`config.mk`:
```
export PLATFORM = sky130hd
export DESIGN_NAME = integer_upscale_centering
export DESIGN_NICKNAME = d
export VERILOG_FILES = /design/src/rtl/core/iuc_pkg.sv /design/src/rtl/core/iuc_front.sv /design/src/rtl/core/iuc_fifo.sv /design/src/rtl/core/iuc_back.sv /design/src/rtl/core/integer_upscale_centering.sv
export SDC_FILE = /design/constraint.sdc
export NUM_CORES = 1
export LEC_CHECK = 0
export ABC_AREA = 1
export BUFFER_PORTS_ARGS = -buffer_cell sky130_fd_sc_hd__buf_2
export CAP_MARGIN = 20
export CORE_ASPECT_RATIO = 0.7
export CORE_MARGIN = 8
export CORE_UTILIZATION = 40
export CTS_CLUSTER_SIZE = 28
export DETAILED_ROUTE_END_ITERATION = 12
export PLACE_DENSITY_LB_ADDON = 0.3
export SYNTH_ARGS = -nofsm -noshare
export SYNTH_HDL_FRONTEND = slang
export SYNTH_HIERARCHICAL = 1
export SYNTH_SLANG_ARGS = --single-unit
```
`constraint.sdc`:
```
create_clock -name clk_i -period 12.7 [get_ports clk_i]
set_input_delay 3.175 -clock clk_i [delete_from_list [all_inputs] [get_ports clk_i]]
set_output_delay 3.175 -clock clk_i [all_outputs]
set_load 0.005 [all_outputs]
```
`src/rtl/core/iuc_pkg.sv`:
```
`default_nettype none

package iuc_pkg;

  // Field widths
  localparam int FRAME_W = 13;
  localparam int SRC_W   = 11;
  localparam int SXY_W   = 10;
  localparam int COORD_W = 12;
  localparam int COLOR_W = 32;
  localparam int POS_W   = 16;  // signed placement math, enough for scale up to 8

  // Configuration register indexes
  localparam logic [1:0] CFG_FRAME_WIDTH   = 2'd0;
  localparam logic [1:0] CFG_FRAME_HEIGHT  = 2'd1;
  localparam logic [1:0] CFG_SOURCE_WIDTH  = 2'd2;
  localparam logic [1:0] CFG_SOURCE_HEIGHT = 2'd3;

  // Configuration register reset values
  localparam logic [FRAME_W-1:0] FRAME_WIDTH_RST   = 13'd640;
  localparam logic [FRAME_W-1:0] FRAME_HEIGHT_RST  = 13'd480;
  localparam logic [SRC_W-1:0]   SOURCE_WIDTH_RST  = 11'd320;
  localparam logic [SRC_W-1:0]   SOURCE_HEIGHT_RST = 11'd200;

  typedef struct packed {
    logic [FRAME_W-1:0] frame_width;
    logic [FRAME_W-1:0] frame_height;
    logic [SRC_W-1:0]   source_width;
    logic [SRC_W-1:0]   source_height;
  } cfg_t;

  // Placed source pixel handed from front to back
  typedef struct packed {
    logic signed [POS_W-1:0] base_x;
    logic signed [POS_W-1:0] base_y;
    logic [COLOR_W-1:0]      colour;
  } work_t;

endpackage

`default_nettype wire

```
`src/rtl/core/iuc_front.sv`:
```
`default_nettype none

module iuc_front #(
  parameter int MAX_SCALE = 8,
  parameter int SCALE_W   = 4
) (
  input  wire logic                         clk_i,
  input  wire logic                         rst_ni,
  input  wire iuc_pkg::cfg_t                cfg_i,
  input  wire logic                         in_valid_i,
  output logic                              in_stall_o,
  input  wire logic [iuc_pkg::SXY_W-1:0]    src_x_i,
  input  wire logic [iuc_pkg::SXY_W-1:0]    src_y_i,
  input  wire logic [iuc_pkg::COLOR_W-1:0]  colour_i,
  output logic                              push_o,
  output iuc_pkg::work_t                    work_o,
  output logic [SCALE_W-1:0]                scale_o,
  input  wire logic                         full_i
);

  localparam int PW   = iuc_pkg::POS_W;
  localparam int PROD_W = iuc_pkg::SRC_W + SCALE_W;

  logic [SCALE_W-1:0] scale_d, scale_q;
  logic               s1_valid_d, s1_valid_q;
  logic [iuc_pkg::SXY_W-1:0]   sx_q, sy_q;
  logic [iuc_pkg::COLOR_W-1:0] colour_q;
  logic               accept;

  logic [PROD_W-1:0]       fit_x_prod, fit_y_prod;
  logic [PW-1:0]           span_prod_x, span_prod_y;
  logic signed [PW-1:0]    span_x, span_y, adj_x, adj_y, off_x, off_y;
  logic [PW-1:0]           pos_x, pos_y;

  // Pick the largest scale that fits on both axes; no fit falls back to 1
  always_comb begin
    scale_d = SCALE_W'(1);
    fit_x_prod = '0;
    fit_y_prod = '0;
    for (int s = 1; s <= MAX_SCALE; s++) begin
      fit_x_prod = PROD_W'(s) * PROD_W'(cfg_i.source_width);
      fit_y_prod = PROD_W'(s) * PROD_W'(cfg_i.source_height);
      if (((cfg_i.source_width == '0) || (fit_x_prod <= PROD_W'(cfg_i.frame_width))) &&
          ((cfg_i.source_height == '0) || (fit_y_prod <= PROD_W'(cfg_i.frame_height)))) begin
        scale_d = SCALE_W'(s);
      end
    end
  end

  // Track the scale from the live configuration
  always_ff @(posedge clk_i) begin
    scale_q <= scale_d;
  end

  // Centering offset, halved with truncation toward zero
  always_comb begin
    span_prod_x = PW'(cfg_i.source_width) * PW'(scale_q);
    span_prod_y = PW'(cfg_i.source_height) * PW'(scale_q);
    span_x = $signed(PW'(cfg_i.frame_width)) - $signed(span_prod_x);
    span_y = $signed(PW'(cfg_i.frame_height)) - $signed(span_prod_y);
    adj_x  = span_x + $signed(PW'(span_x[PW-1]));
    adj_y  = span_y + $signed(PW'(span_y[PW-1]));
    off_x  = adj_x >>> 1;
    off_y  = adj_y >>> 1;
    pos_x  = PW'(sx_q) * PW'(scale_q);
    pos_y  = PW'(sy_q) * PW'(scale_q);
  end

  // Capture stage: take a word when empty or when the held one moves on
  assign in_stall_o = s1_valid_q && full_i;
  assign accept     = in_valid_i && !in_stall_o;
  assign push_o     = s1_valid_q && !full_i;

  always_comb begin
    s1_valid_d = s1_valid_q;
    if (accept) begin
      s1_valid_d = 1'b1;
    end else if (push_o) begin
      s1_valid_d = 1'b0;
    end
  end

  always_ff @(posedge clk_i or negedge rst_ni) begin
    if (!rst_ni) begin
      s1_valid_q <= 1'b0;
    end else begin
      s1_valid_q <= s1_valid_d;
    end
  end

  always_ff @(posedge clk_i) begin
    if (accept) begin
      sx_q     <= src_x_i;
      sy_q     <= src_y_i;
      colour_q <= colour_i;
    end
  end

  // Place the block origin
  assign work_o.base_x = off_x + $signed(pos_x);
  assign work_o.base_y = off_y + $signed(pos_y);
  assign work_o.colour = colour_q;
  assign scale_o       = scale_q;

endmodule

`default_nettype wire

```
`src/rtl/core/iuc_fifo.sv`:
```
`default_nettype none

module iuc_fifo #(
  parameter int WIDTH = 8,
  parameter int DEPTH = 2
) (
  input  wire logic             clk_i,
  input  wire logic             rst_ni,
  input  wire logic             push_i,
  input  wire logic [WIDTH-1:0] data_i,
  output logic                  full_o,
  output logic                  valid_o,
  input  wire logic             pop_i,
  output logic [WIDTH-1:0]      data_o
);

  localparam int PTR_W = (DEPTH > 1) ? $clog2(DEPTH) : 1;
  localparam int CNT_W = $clog2(DEPTH + 1);

  logic [WIDTH-1:0] mem_q [DEPTH];
  logic [PTR_W-1:0] wr_ptr_d, wr_ptr_q, rd_ptr_d, rd_ptr_q;
  logic [CNT_W-1:0] count_d, count_q;

  assign full_o  = (count_q == CNT_W'(DEPTH));
  assign valid_o = (count_q != '0);
  assign data_o  = mem_q[rd_ptr_q];

  // Advance pointers with wrap
  always_comb begin
    wr_ptr_d = wr_ptr_q;
    rd_ptr_d = rd_ptr_q;
    count_d  = count_q;
    if (push_i) begin
      wr_ptr_d = (wr_ptr_q == PTR_W'(DEPTH - 1)) ? '0 : wr_ptr_q + PTR_W'(1);
    end
    if (pop_i) begin
      rd_ptr_d = (rd_ptr_q == PTR_W'(DEPTH - 1)) ? '0 : rd_ptr_q + PTR_W'(1);
    end
    if (push_i && !pop_i) begin
      count_d = count_q + CNT_W'(1);
    end else if (pop_i && !push_i) begin
      count_d = count_q - CNT_W'(1);
    end
  end

  always_ff @(posedge clk_i or negedge rst_ni) begin
    if (!rst_ni) begin
      wr_ptr_q <= '0;
      rd_ptr_q <= '0;
      count_q  <= '0;
    end else begin
      wr_ptr_q <= wr_ptr_d;
      rd_ptr_q <= rd_ptr_d;
      count_q  <= count_d;
    end
  end

  always_ff @(posedge clk_i) begin
    if (push_i) begin
      mem_q[wr_ptr_q] <= data_i;
    end
  end

  a_no_overfill: assert property (@(posedge clk_i) disable iff (!rst_ni)
    push_i |-> !full_o) else $error("queue written while full");
  a_no_underrun: assert property (@(posedge clk_i) disable iff (!rst_ni)
    pop_i |-> valid_o) else $error("queue read while empty");
  a_count_bound: assert property (@(posedge clk_i) disable iff (!rst_ni)
    count_q <= CNT_W'(DEPTH)) else $error("queue count out of range");

endmodule

`default_nettype wire

```
`src/rtl/core/iuc_back.sv`:
```
`default_nettype none

module iuc_back #(
  parameter int MAX_SCALE = 8,
  parameter int SCALE_W   = 4
) (
  input  wire logic                          clk_i,
  input  wire logic                          rst_ni,
  input  wire iuc_pkg::cfg_t                 cfg_i,
  input  wire logic                          valid_i,
  input  wire iuc_pkg::work_t                work_i,
  input  wire logic [SCALE_W-1:0]            scale_i,
  output logic                               pop_o,
  output logic                               out_valid_o,
  input  wire logic                          out_stall_i,
  output logic [iuc_pkg::COORD_W-1:0]        dest_x_o,
  output logic [iuc_pkg::COORD_W-1:0]        dest_y_o,
  output logic [iuc_pkg::COLOR_W-1:0]        pixel_value_o,
  output logic                               visible_o,
  output logic                               last_o
);

  localparam int PW    = iuc_pkg::POS_W;
  localparam int CW    = iuc_pkg::COORD_W;
  localparam int CNT_W = (MAX_SCALE > 1) ? $clog2(MAX_SCALE) : 1;

  logic [CNT_W-1:0] i_d, i_q, j_d, j_q;
  logic             out_valid_d, out_valid_q;
  logic             out_free, fire, i_end, j_end, last;
  logic signed [PW-1:0] dx, dy;
  logic             vis_x, vis_y, vis;
  logic [CW-1:0]    dest_x_q, dest_y_q;
  logic [iuc_pkg::COLOR_W-1:0] pixel_q;
  logic             visible_q, last_q;

  assign out_free = !out_valid_q || !out_stall_i;
  assign fire     = valid_i && out_free;
  assign i_end    = (SCALE_W'(i_q) == scale_i - SCALE_W'(1));
  assign j_end    = (SCALE_W'(j_q) == scale_i - SCALE_W'(1));
  assign last     = i_end && j_end;
  assign pop_o    = fire && last;

  // Current write position and clipping
  always_comb begin
    dx    = work_i.base_x + $signed(PW'(i_q));
    dy    = work_i.base_y + $signed(PW'(j_q));
    vis_x = !dx[PW-1] && ($unsigned(dx) < PW'(cfg_i.frame_width)) &&
            (dx[PW-2:CW] == '0);
    vis_y = !dy[PW-1] && ($unsigned(dy) < PW'(cfg_i.frame_height)) &&
            (dy[PW-2:CW] == '0);
    vis   = vis_x && vis_y;
  end

  // Step column, then row, across the block
  always_comb begin
    i_d = i_q;
    j_d = j_q;
    if (fire) begin
      if (i_end) begin
        i_d = '0;
        j_d = j_end ? '0 : j_q + CNT_W'(1);
      end else begin
        i_d = i_q + CNT_W'(1);
      end
    end
    out_valid_d = out_free ? valid_i : out_valid_q;
  end

  always_ff @(posedge clk_i or negedge rst_ni) begin
    if (!rst_ni) begin
      i_q         <= '0;
      j_q         <= '0;
      out_valid_q <= 1'b0;
    end else begin
      i_q         <= i_d;
      j_q         <= j_d;
      out_valid_q <= out_valid_d;
    end
  end

  // Load the output word
  always_ff @(posedge clk_i) begin
    if (fire) begin
      dest_x_q  <= vis ? dx[CW-1:0] : '0;
      dest_y_q  <= vis ? dy[CW-1:0] : '0;
      pixel_q   <= work_i.colour;
      visible_q <= vis;
      last_q    <= last;
    end
  end

  assign out_valid_o   = out_valid_q;
  assign dest_x_o      = dest_x_q;
  assign dest_y_o      = dest_y_q;
  assign pixel_value_o = pixel_q;
  assign visible_o     = visible_q;
  assign last_o        = last_q;

  a_col_in_block: assert property (@(posedge clk_i) disable iff (!rst_ni)
    valid_i |-> (SCALE_W'(i_q) < scale_i) && (SCALE_W'(j_q) < scale_i))
    else $error("block counter beyond scale");
  a_restart: assert property (@(posedge clk_i) disable iff (!rst_ni)
    pop_o |=> (i_q == '0) && (j_q == '0)) else $error("counters not rewound");
  a_clip_zero: assert property (@(posedge clk_i) disable iff (!rst_ni)
    (out_valid_q && !visible_q) |-> (dest_x_q == '0) && (dest_y_q == '0))
    else $error("clipped write carries coordinates");

endmodule

`default_nettype wire

```
`src/rtl/core/integer_upscale_centering.sv`:
```
// Nearest-neighbour integer upscaler with centering.
// Input channel (in_valid_i / in_stall_o): one source pixel per word, its column,
// row and colour. Output channel (out_valid_o / out_stall_i): the frame writes
// of that pixel's scale x scale block, row by row, with visible_o low on writes
// that fall outside the frame and last_o high on the final write of the block.
// Configuration channel (cfg_valid_i / cfg_ready_o, always ready): register
// index and data; write only while no pixel is in flight.
// A pixel passes the front capture register, the queue and the output register.
// Each pixel yields scale*scale writes (1 to 64 at the default cap), which the
// back end emits one per cycle from its column/row counters unless the output
// stalls; a two-word queue lets the front take the next pixel meanwhile.
// Reset clears the queue and output register and loads the frame 640x480 and
// source 320x200 registers. A stalled output word holds until taken; the queue
// fills and then in_stall_o rises.
`default_nettype none

module integer_upscale_centering #(
  parameter int MAX_SCALE = 8
) (
  input  wire logic                          clk_i,
  input  wire logic                          rst_ni,
  input  wire logic                          cfg_valid_i,
  output logic                               cfg_ready_o,
  input  wire logic [1:0]                    cfg_index_i,
  input  wire logic [iuc_pkg::FRAME_W-1:0]   cfg_data_i,
  input  wire logic                          in_valid_i,
  output logic                               in_stall_o,
  input  wire logic [iuc_pkg::SXY_W-1:0]     src_x_i,
  input  wire logic [iuc_pkg::SXY_W-1:0]     src_y_i,
  input  wire logic [iuc_pkg::COLOR_W-1:0]   colour_i,
  output logic                               out_valid_o,
  input  wire logic                          out_stall_i,
  output logic [iuc_pkg::COORD_W-1:0]        dest_x_o,
  output logic [iuc_pkg::COORD_W-1:0]        dest_y_o,
  output logic [iuc_pkg::COLOR_W-1:0]        pixel_value_o,
  output logic                               visible_o,
  output logic                               last_o
);

  localparam int SCALE_W = $clog2(MAX_SCALE + 1);
  localparam int WORK_W  = $bits(iuc_pkg::work_t);
  localparam int Q_W     = WORK_W + SCALE_W;

  iuc_pkg::cfg_t cfg_d, cfg_q;
  logic          push, full, q_valid, pop;
  iuc_pkg::work_t     front_work, back_work;
  logic [SCALE_W-1:0] front_scale, back_scale;
  logic [Q_W-1:0]     q_in, q_out;

  assign cfg_ready_o = 1'b1;

  // Decode register writes
  always_comb begin
    cfg_d = cfg_q;
    if (cfg_valid_i) begin
      case (cfg_index_i)
        iuc_pkg::CFG_FRAME_WIDTH:   cfg_d.frame_width   = cfg_data_i;
        iuc_pkg::CFG_FRAME_HEIGHT:  cfg_d.frame_height  = cfg_data_i;
        iuc_pkg::CFG_SOURCE_WIDTH:  cfg_d.source_width  = cfg_data_i[iuc_pkg::SRC_W-1:0];
        iuc_pkg::CFG_SOURCE_HEIGHT: cfg_d.source_height = cfg_data_i[iuc_pkg::SRC_W-1:0];
        default: cfg_d = cfg_q;
      endcase
    end
  end

  always_ff @(posedge clk_i or negedge rst_ni) begin
    if (!rst_ni) begin
      cfg_q.frame_width   <= iuc_pkg::FRAME_WIDTH_RST;
      cfg_q.frame_height  <= iuc_pkg::FRAME_HEIGHT_RST;
      cfg_q.source_width  <= iuc_pkg::SOURCE_WIDTH_RST;
      cfg_q.source_height <= iuc_pkg::SOURCE_HEIGHT_RST;
    end else begin
      cfg_q <= cfg_d;
    end
  end

  iuc_front #(
    .MAX_SCALE(MAX_SCALE),
    .SCALE_W  (SCALE_W)
  ) u_front (
    .clk_i     (clk_i),
    .rst_ni    (rst_ni),
    .cfg_i     (cfg_q),
    .in_valid_i(in_valid_i),
    .in_stall_o(in_stall_o),
    .src_x_i   (src_x_i),
    .src_y_i   (src_y_i),
    .colour_i  (colour_i),
    .push_o    (push),
    .work_o    (front_work),
    .scale_o   (front_scale),
    .full_i    (full)
  );

  assign q_in       = {front_work, front_scale};
  assign back_work  = q_out[Q_W-1:SCALE_W];
  assign back_scale = q_out[SCALE_W-1:0];

  iuc_fifo #(
    .WIDTH(Q_W),
    .DEPTH(2)
  ) u_queue (
    .clk_i  (clk_i),
    .rst_ni (rst_ni),
    .push_i (push),
    .data_i (q_in),
    .full_o (full),
    .valid_o(q_valid),
    .pop_i  (pop),
    .data_o (q_out)
  );

  iuc_back #(
    .MAX_SCALE(MAX_SCALE),
    .SCALE_W  (SCALE_W)
  ) u_back (
    .clk_i        (clk_i),
    .rst_ni       (rst_ni),
    .cfg_i        (cfg_q),
    .valid_i      (q_valid),
    .work_i       (back_work),
    .scale_i      (back_scale),
    .pop_o        (pop),
    .out_valid_o  (out_valid_o),
    .out_stall_i  (out_stall_i),
    .dest_x_o     (dest_x_o),
    .dest_y_o     (dest_y_o),
    .pixel_value_o(pixel_value_o),
    .visible_o    (visible_o),
    .last_o       (last_o)
  );

endmodule

`default_nettype wire
```
Yosys cells after proc, flatten, opt, wreduce, memory -nomap -nowiden

Memory sizes are Yosys's and may differ from the RTL's.
Index checks and enable logic that the tools add are counted.

Div/mod/pow operators: 0
Order comparisons: 16
Shift-type cells: 0
Equal/unequal tests: 6
Reduce and logical (&&, ||, !) cells: 56
Multipliers: 12
Muxes and demuxes: 16
Bitwise gates (word level): 0
Add/sub/neg operators: 15

Operator list:

| cell                                               | count |
|---|---|
| less-or-equal comparator 14 x 13 -> 1 bit          | 8 |
| multiplier 3 x 11 -> 14 bit (first input constant) | 4 |
| less-or-equal comparator 13 bit                    | 4 |
| multiplier 2 x 11 -> 13 bit (first input constant) | 4 |
| adder 15 x 15 -> 16 bit                            | 2 |
| adder 16 x 2 -> 16 bit                             | 2 |
| adder 16 x 4 -> 16 bit                             | 2 |
| < comparator 16 x 13 -> 1 bit                      | 2 |
| subtractor 13 x 15 -> 16 bit                       | 2 |
| multiplier 11 x 4 -> 15 bit                        | 2 |
| multiplier 10 x 4 -> 14 bit                        | 2 |
| less-or-equal comparator 12 x 13 -> 1 bit          | 2 |
| logical NOT 11 bit                                 | 2 |
| logical AND 1 bit                                  | 20 |
| two-way mux 4 bit                                  | 5 |
| logical OR 1 bit                                   | 15 |
| AND reduction 2 bit                                | 5 |
| == test 3 x 4 -> 1 bit                             | 2 |
| logical NOT 1 bit                                  | 8 |
| adder 3 x 1 -> 3 bit (second input constant)       | 2 |
| == test 2 bit (second input constant)              | 3 |
| logical NOT 3 bit                                  | 2 |
| two-way mux 1 bit                                  | 6 |
| two-way mux 2 bit                                  | 3 |
| other kinds (8)                                    | 12 |

Bits of input ports: 72
Logic and storage cells: 142
Bits in latches: 0
Memories: 1
Bits in registers: 174
Output and inout bits: 61
ROM bits: 0
Memory bits (writable): 136

Memories:

| memory        | depth | width | read ports | clocked after memory_dff | wr ports | RTL line       | text |
|---|---|---|---|---|---|---|---|
| u_queue.mem_q | 2     | 68    | 1          | 0                        | 1        | iuc_fifo.sv:20 | `logic [WIDTH-1:0] mem_q [DEPTH];` |

Depth between registers and ports, before layout

Gate-level depths: netlist of the first run.

Depth in word-level cells: 9
Gate-level depth with buffers: 38
Mapped depth without buffers: 36

Cells and area by module

Netlist of the first run, hierarchy kept.

By module, submodules not included:

| module                    | sequential area each (um^2) | cells an instance | times used | area each (um^2) |
|---|---|---|---|---|
| iuc_front                 | 1666.6                      | 2382              | 1          | 17143.9 |
| iuc_fifo                  | 4184.0                      | 237               | 1          | 5156.2 |
| iuc_back                  | 1916.8                      | 423               | 1          | 3932.5 |
| integer_upscale_centering | 1214.9                      | 220               | 1          | 2078.2 |

Least setup slack after synthesis of the first run

Ideal clock, no wire load.

Path kind: register to register
From: register u_front.scale_q[3], in the netlist u_front/scale_o[3]
To: memory u_queue/mem_q[0][49] (netlist name) (data pin)
Buffers on the path: 2
Data required time: 12.429 ns
Period minus slack after synthesis: 5.934 ns
Library setup time: 0.271 ns
Setup slack: 6.766 ns
Cell stages (with the launch flop): 35
Arrival time: 5.662 ns
Cell sequence: dfxtp_1 clkbuf_1 clkbuf_1 nand2_1 fa_1 inv_1 fa_1 fa_1 inv_1 ha_1 a21oi_1 nor2_1 nor2_1 nand2_2 nand3_2 nand3_1 nand2_2 nand2_1 inv_1 ha_1 inv_1 nor2_1 nand3_1 nor3_2 xor2_1 inv_1 ha_1 nand2_1 nor2_1 nand3_1 nand4_1 nand3_1 nand2_1 a31oi_1 xor2_1

RTL lines:

| item                   | RTL line        | text |
|---|---|---|
| from (decl)            | iuc_front.sv:24 | `logic [SCALE_W-1:0] scale_d, scale_q;` |
| from (signal assigned) | iuc_front.sv:52 | `scale_q <= scale_d;` |
| to (decl)              | iuc_fifo.sv:20  |  |

==> results.sh, run 1 <==
export IMPL_setup_viol=0
export IMPL_hold_viol_final=0
export IMPL_fin_nets=3970
export IMPL_path_max_fanout=44
export IMPL_first_global_vias=20970
export IMPL_core_um2=69930
export IMPL_postCtsHoldBufs=0
export IMPL_synth_top_area_share_pct=26.09
export IMPL_avgViaCountPerCell=4.996
export IMPL_gp_congestion=0.8777
export IMPL_slew_viol_final=0
export IMPL_ant_nets=0
export IMPL_cts_htree_levels=1
export IMPL_wl_mm=69.62
export IMPL_setup_slack_ps=5927
export IMPL_reg2reg_slack_ps=5930
export IMPL_num_vias=21580
export IMPL_clkSinkCount=310
export IMPL_fin_crit_sh_pct=53.33
export IMPL_rsz0062_at_grt="false"
export IMPL_relSlewSlack_pct=26.02
export IMPL_fill_cells=6850
export IMPL_wire_per_inst_um=16.12
export IMPL_tns_ps=0
export IMPL_grt_overflow=0
export IMPL_synthTopCellsByCount="760 x nand2_1, 556 x inv_1, 396 x ha_1, 246 x edfxtp_1, 188 x a21oi_1"
export IMPL_synth_nets=3850
export IMPL_cp_slowest_cell="dfxtp_2"
export IMPL_final_cell_area_um2=30880
export IMPL_layout_drive_gt1_share_pct=10.19
export IMPL_timing_fmax_ghz=0.1476
export IMPL_fin_crit_ps=6773
export IMPL_syn_to_final_growth_pct=9.082
export IMPL_critPathLaunchType="flip-flop"
export IMPL_synth_area_top_cells="edfxtp_1 26%, ha_1 18%, nand2_1 10%"
export IMPL_ys_ff_latch=310
export IMPL_grt_util_all_layers_pct=17.26
export IMPL_reg2reg_depth=33
export IMPL_portBuffers=131
export IMPL_grt_use_met2_pct=26.84
export IMPL_grt_pass1_wl_mm=113.1
export IMPL_grt_max_degree=61
export IMPL_cts_buffers=28
export IMPL_cts_tree="built"
export IMPL_min_path_type="reg2reg"
export IMPL_cp_common_cell="nand2_1"
export IMPL_postSynthAreaPerCell_um2=8.679
export IMPL_drc=0
export IMPL_multi_input_area_um2=16890
export IMPL_clkLatencyLatePin_ps=570
export IMPL_maxCapViolCount=0
export IMPL_synth_main_ff_cell="edfxtp_1"
export IMPL_crit_arrival_ps=7090
export IMPL_dp_slack_ps=5977
export IMPL_run_status="finished clean"
export IMPL_seq_area_um2=8991
export IMPL_crit_type="reg2reg"
export IMPL_syn_area_um2=28310
export IMPL_yosysUniqueCellTypes=57
export IMPL_grt_antenna_before_repair=8
export IMPL_yosysTopAreaCell="edfxtp_1"
export IMPL_tightest_slew_ps=1110
export IMPL_start_util_pct=40.48
export IMPL_synth_edf_count=246
export IMPL_yosysSeqAreaShare_pct=31.73
export IMPL_rows=81
export IMPL_die_w_um=334.0
export IMPL_yosysMostFrequentCell="nand2_1"
export IMPL_ys_async_sr_fraction_pct=19.35
export IMPL_ioPinCount=133
export IMPL_cts_max_path_buffers=3
export IMPL_max_stage_delay_ps=1010
export IMPL_min_path_cells=0
export IMPL_required_ps=13020
export IMPL_path_clk_slew_ps=70
export IMPL_endpoint_kind="flip-flop"
export IMPL_ys_warn_count=6
export IMPL_die_h_um=238.6
export IMPL_fin_skew_ps=12.76
export IMPL_grtUsageMet3_pct=3.401
export IMPL_cts_root_buf="clkbuf_16"
export IMPL_drt_iter0_drc=1668
export IMPL_dieArea_um2=79680
export IMPL_cts_resized=0
export IMPL_dr_pass1_iters=6
export IMPL_post_dp_cell_area_um2=29890
export IMPL_gr_usage_met1_pct=25.28
export IMPL_dpl_hpwl_mm=52.93
export IMPL_synthesis_instances=3262
export IMPL_cts_setup_buffers=0
export IMPL_top_usage_layer="met2"
==> placed cells by master (no fill, tap or decap), types with 58 or more instances in the layout <==
master,n
xnor2_1,60
edfxtp_1,246
nand4_1,72
xor2_1,99
nand3_1,146
mux2_2,58
inv_1,554
a21oi_1,188
nor2_1,161
fa_1,120
o21ai_0,66
buf_2,131
ha_1,396
nand2_1,760
==> through the flow <==
stage | instances | utilization, % | hold slack, ps
after floorplan | 3262 | - | 421.5
after global placement | 4265 | 42.74 | 423.1
after detailed placement | 4265 | 42.74 | 431.3
after CTS | 4317 | 44.15 | 447.6
after global routing | 4319 | 44.16 | 452.8
final | 4319 | 44.16 | 444.8
==> metal layers <==
layer	wire length, um	up-vias
met3	4230	72
met2	29650	472
met1	34820	10080
met5	30	-
met4	887	6
li1	-	10950
==> final timing paths <==
check | startpoint | end
setup / recovery | u_front/scale_o[3]$_SDFF_PP1_ | u_queue/mem_q[0][66]$_DFFE_PP_
min in group asynchronous | rst_ni | u_back/out_valid_o$_DFFE_PN0N_
setup reg to reg | u_front/scale_o[3]$_SDFF_PP1_ | u_queue/mem_q[0][66]$_DFFE_PP_
max in group asynchronous | rst_ni | u_queue/rd_ptr_q$_DFFE_PN0P_
hold / removal | u_front/colour_q[10]$_DFFE_PP_ | u_queue/mem_q[1][14]$_DFFE_PP_
hold reg to reg | u_front/colour_q[10]$_DFFE_PP_ | u_queue/mem_q[1][14]$_DFFE_PP_
==> state kept, by name (all words and copies together) (netlist names), 2 cells and up <==
register and count:
u_front/sx_q 10, u_queue/mem_q 136, u_front/colour_q 32, cfg_q 48
u_back/j_q 3, u_back/i_q 3, u_queue/count_q 2, u_front/scale_o 4
u_back/dest_x_o 12, u_front/sy_q 10, u_back/dest_y_o 12, u_back/pixel_value_o 32
==> critical path: cells and delay by family, from the launching register on <==
kind / cells / cell delay [ps]
buffers and inverters: 6 / 370
adders and majority gates: 6 / 2410
AOI/OAI and AO/OA: 4 / 720
and+or+nand+nor: 17 / 1980
DFF: 1 / 1010
==> cells by family (layout without fill, tap and decap cells) <==
kind of cell    Yosys count  after routing  synth area share (%)
flops                   310            310                 31.73
mux                      68             68                 2.837
fa+ha+maj               516            516                 25.99
xor+xnor                163            163                 5.149
compound gates          339            339                 6.749
simple gates           1246           1246                 18.86
other cells               1              3               0.01325
buf+inv                 619            761                 8.675
==> final cells by class <==
class                           instances  share of cell area, %
Multi-Input combinational cell       2333                  54.68
Sequential cell                       310                  29.11
Inverter                              566                  6.880
Tap cell                              913                  3.699
Clock buffer                           43                  2.792
Timing Repair Buffer                  143                  2.415
Clock inverter                          9                 0.4011
Antenna cell                            2                0.01621
Power of run 1 is not shown: default switching activity piles up to over one toggle a cycle in this logic, so the estimate is an artifact.
==> run 2: changes to the inputs <==
==> constraint.sdc (replaced) <==
create_clock -name clk_i -period 6.3 [get_ports clk_i]
set_input_delay 1.575 -clock clk_i [delete_from_list [all_inputs] [get_ports clk_i]]
set_output_delay 1.575 -clock clk_i [all_outputs]
set_load 0.005 [all_outputs]
==> results.sh, run 2 (synthesized netlist as in run 1, its figures left out) <==
export IMPL_run_status="finished clean"
export IMPL_tightest_slew_ps=969.7
export IMPL_hold_viol_final=0
export IMPL_ioPinCount=133
export IMPL_ant_nets=0
export IMPL_cts_tree="built"
export IMPL_grt_pass1_wl_mm=114.4
export IMPL_slew_viol_final=0
export IMPL_drc=0
export IMPL_endpoint_kind="flip-flop"
export IMPL_layout_drive_gt1_share_pct=12.52
export IMPL_regMostFlops="u_queue/mem_q"
export IMPL_cts_htree_levels=1
export IMPL_relSlewSlack_pct=35.35
export IMPL_largest_reg_flops=136
export IMPL_multi_input_area_um2=17100
export IMPL_crit_type="reg2reg"
export IMPL_avgViaCountPerCell=5.038
export IMPL_crit_arrival_ps=6160
export IMPL_grt_overflow=0
export IMPL_reg2reg_from="cfg_q[6]$_DFFE_PN1P_"
export IMPL_path_max_fanout=8
export IMPL_cts_buffers=27
export IMPL_path_clk_slew_ps=70
export IMPL_whs_ps=443.9
export IMPL_wire_per_inst_um=16.44
export IMPL_cts_root_buf="clkbuf_16"
export IMPL_max_stage_delay_ps=580
export IMPL_maxCapViolCount=0
export IMPL_core_um2=69930
export IMPL_fill_cells=6736
export IMPL_gp_congestion=0.8889
export IMPL_syn_to_final_growth_pct=11.72
export IMPL_mostFrequentLayoutCells="759 x nand2_1, 553 x inv_1, 386 x ha_1"
export IMPL_portBuffers=131
export IMPL_wl_mm=71.94
export IMPL_fin_skew_ps=11.64
export IMPL_final_common_cell="nand2_1"
export IMPL_setup_viol=0
export IMPL_grt_util_all_layers_pct=17.57
export IMPL_fin_crit_sh_pct=92.99
export IMPL_tns_ps=0
export IMPL_clkLatencyLatePin_ps=570
export IMPL_start_util_pct=40.48
export IMPL_post_dp_cell_area_um2=30290
export IMPL_critPathLaunchType="flip-flop"
export IMPL_critPathLaunch="cfg_q[6]$_DFFE_PN1P_"
export IMPL_num_vias=22050
export IMPL_drt_iter0_drc=1614
export IMPL_fin_crit_ps=5858
export IMPL_first_global_vias=21360
export IMPL_die_h_um=238.6
export IMPL_top_regs="u_queue/mem_q (136), cfg_q (48)"
export IMPL_min_path_type="reg2reg"
export IMPL_cp_common_cell="nand2_1"
export IMPL_cts_max_path_buffers=3
export IMPL_dr_pass1_iters=6
export IMPL_timing_fmax_ghz=0.1707
export IMPL_seq_area_um2=8999
export IMPL_grt_antenna_before_repair=7
export IMPL_min_from="u_front/colour_q[9]$_DFFE_PP_"
export IMPL_grt_max_degree=61
export IMPL_clkSinkCount=310
export IMPL_dieArea_um2=79680
export IMPL_final_cell_area_um2=31630
export IMPL_reg2reg_slack_ps=440
export IMPL_die_w_um=334.0
export IMPL_required_ps=6600
export IMPL_fin_nets=4028
export IMPL_cp_slowest_cell="dfstp_2"
export IMPL_dpl_hpwl_mm=55.30
export IMPL_rows=81
[run 2: cell count changes in the layout (fill, tap and decap cells not counted), sizes merged]
cell,change
buf,+55
bufinv,+2
clkbuf,-10
clkinv,+5
clkinvlp,+1
diode,+3
inv,+2
[run 2: layout make-up]
type                    instances  area share [%]
multi-input cells            2333           54.05
flip-flops and latches        310           28.45
inverters                     566           6.717
repair buffers                202           4.241
well taps                     913           3.612
clock buffers                  29           2.160
clock inverters                19          0.7278
diodes                          5         0.03956
[run 2: timing repair]
| item | CTS | global route |
|---|---|---|
| endpoints found under the hold margin | 0 | 0 |
| hold buffers | 0 | 0 |
| gates resized for setup | 0 | 48 |
| setup buffers | 0 | 6 |
| setup endpoints to repair | 0 | 26 |
[run 2: metrics by stage]
stage | utilization (%) | setup WS [ps] | instances
2_1_floorplan | - | 366.4 | 3262
3_3_place_gp | 43.31 | 224.1 | 4313
3_5_place_dp | 43.31 | 192.4 | 4313
4_1_cts | 44.62 | 174.5 | 4361
5_1_grt | 45.22 | -26.05 | 4373
6_report | 45.23 | 441.9 | 4377
[run 2: path summary, 6_finish.rpt]
path | end | cells after the start
worst max-delay path | u_queue/mem_q[0][49]$_DFFE_PP_ | 34
worst min-delay path | u_queue/mem_q[0][13]$_DFFE_PP_ | 0
worst max register to register | u_queue/mem_q[0][49]$_DFFE_PP_ | 34
worst min register to register | u_queue/mem_q[0][13]$_DFFE_PP_ | 0
max in group asynchronous | u_queue/rd_ptr_q$_DFFE_PN0P_ | 2
min in group asynchronous | u_back/out_valid_o$_DFFE_PN0N_ | 2
[run 2: worst max-delay path, delay by kind of cell, from the launching register on]
family | cells | cell delay (ps)
adder cells (fa/ha/maj) | 6 | 2170
AND/OR/NAND/NOR | 16 | 1610
flip-flops | 1 | 580
buffers and inverters | 7 | 530
AO/OA/AOI/OAI | 3 | 350
XOR/XNOR | 2 | 340
[run 2: metal layers]
layer / part of all wire [%] / up-vias / global-route usage, %
li1: - / 11080 / -
met3: 7.3 / 86 / 3.352
met4: 1.6 / 2 / 2.677
met5: 0.018 / - / 0
met1: 49 / 10300 / 25.93
met2: 42 / 576 / 27.12
Power of run 2 is left out for the same reason.
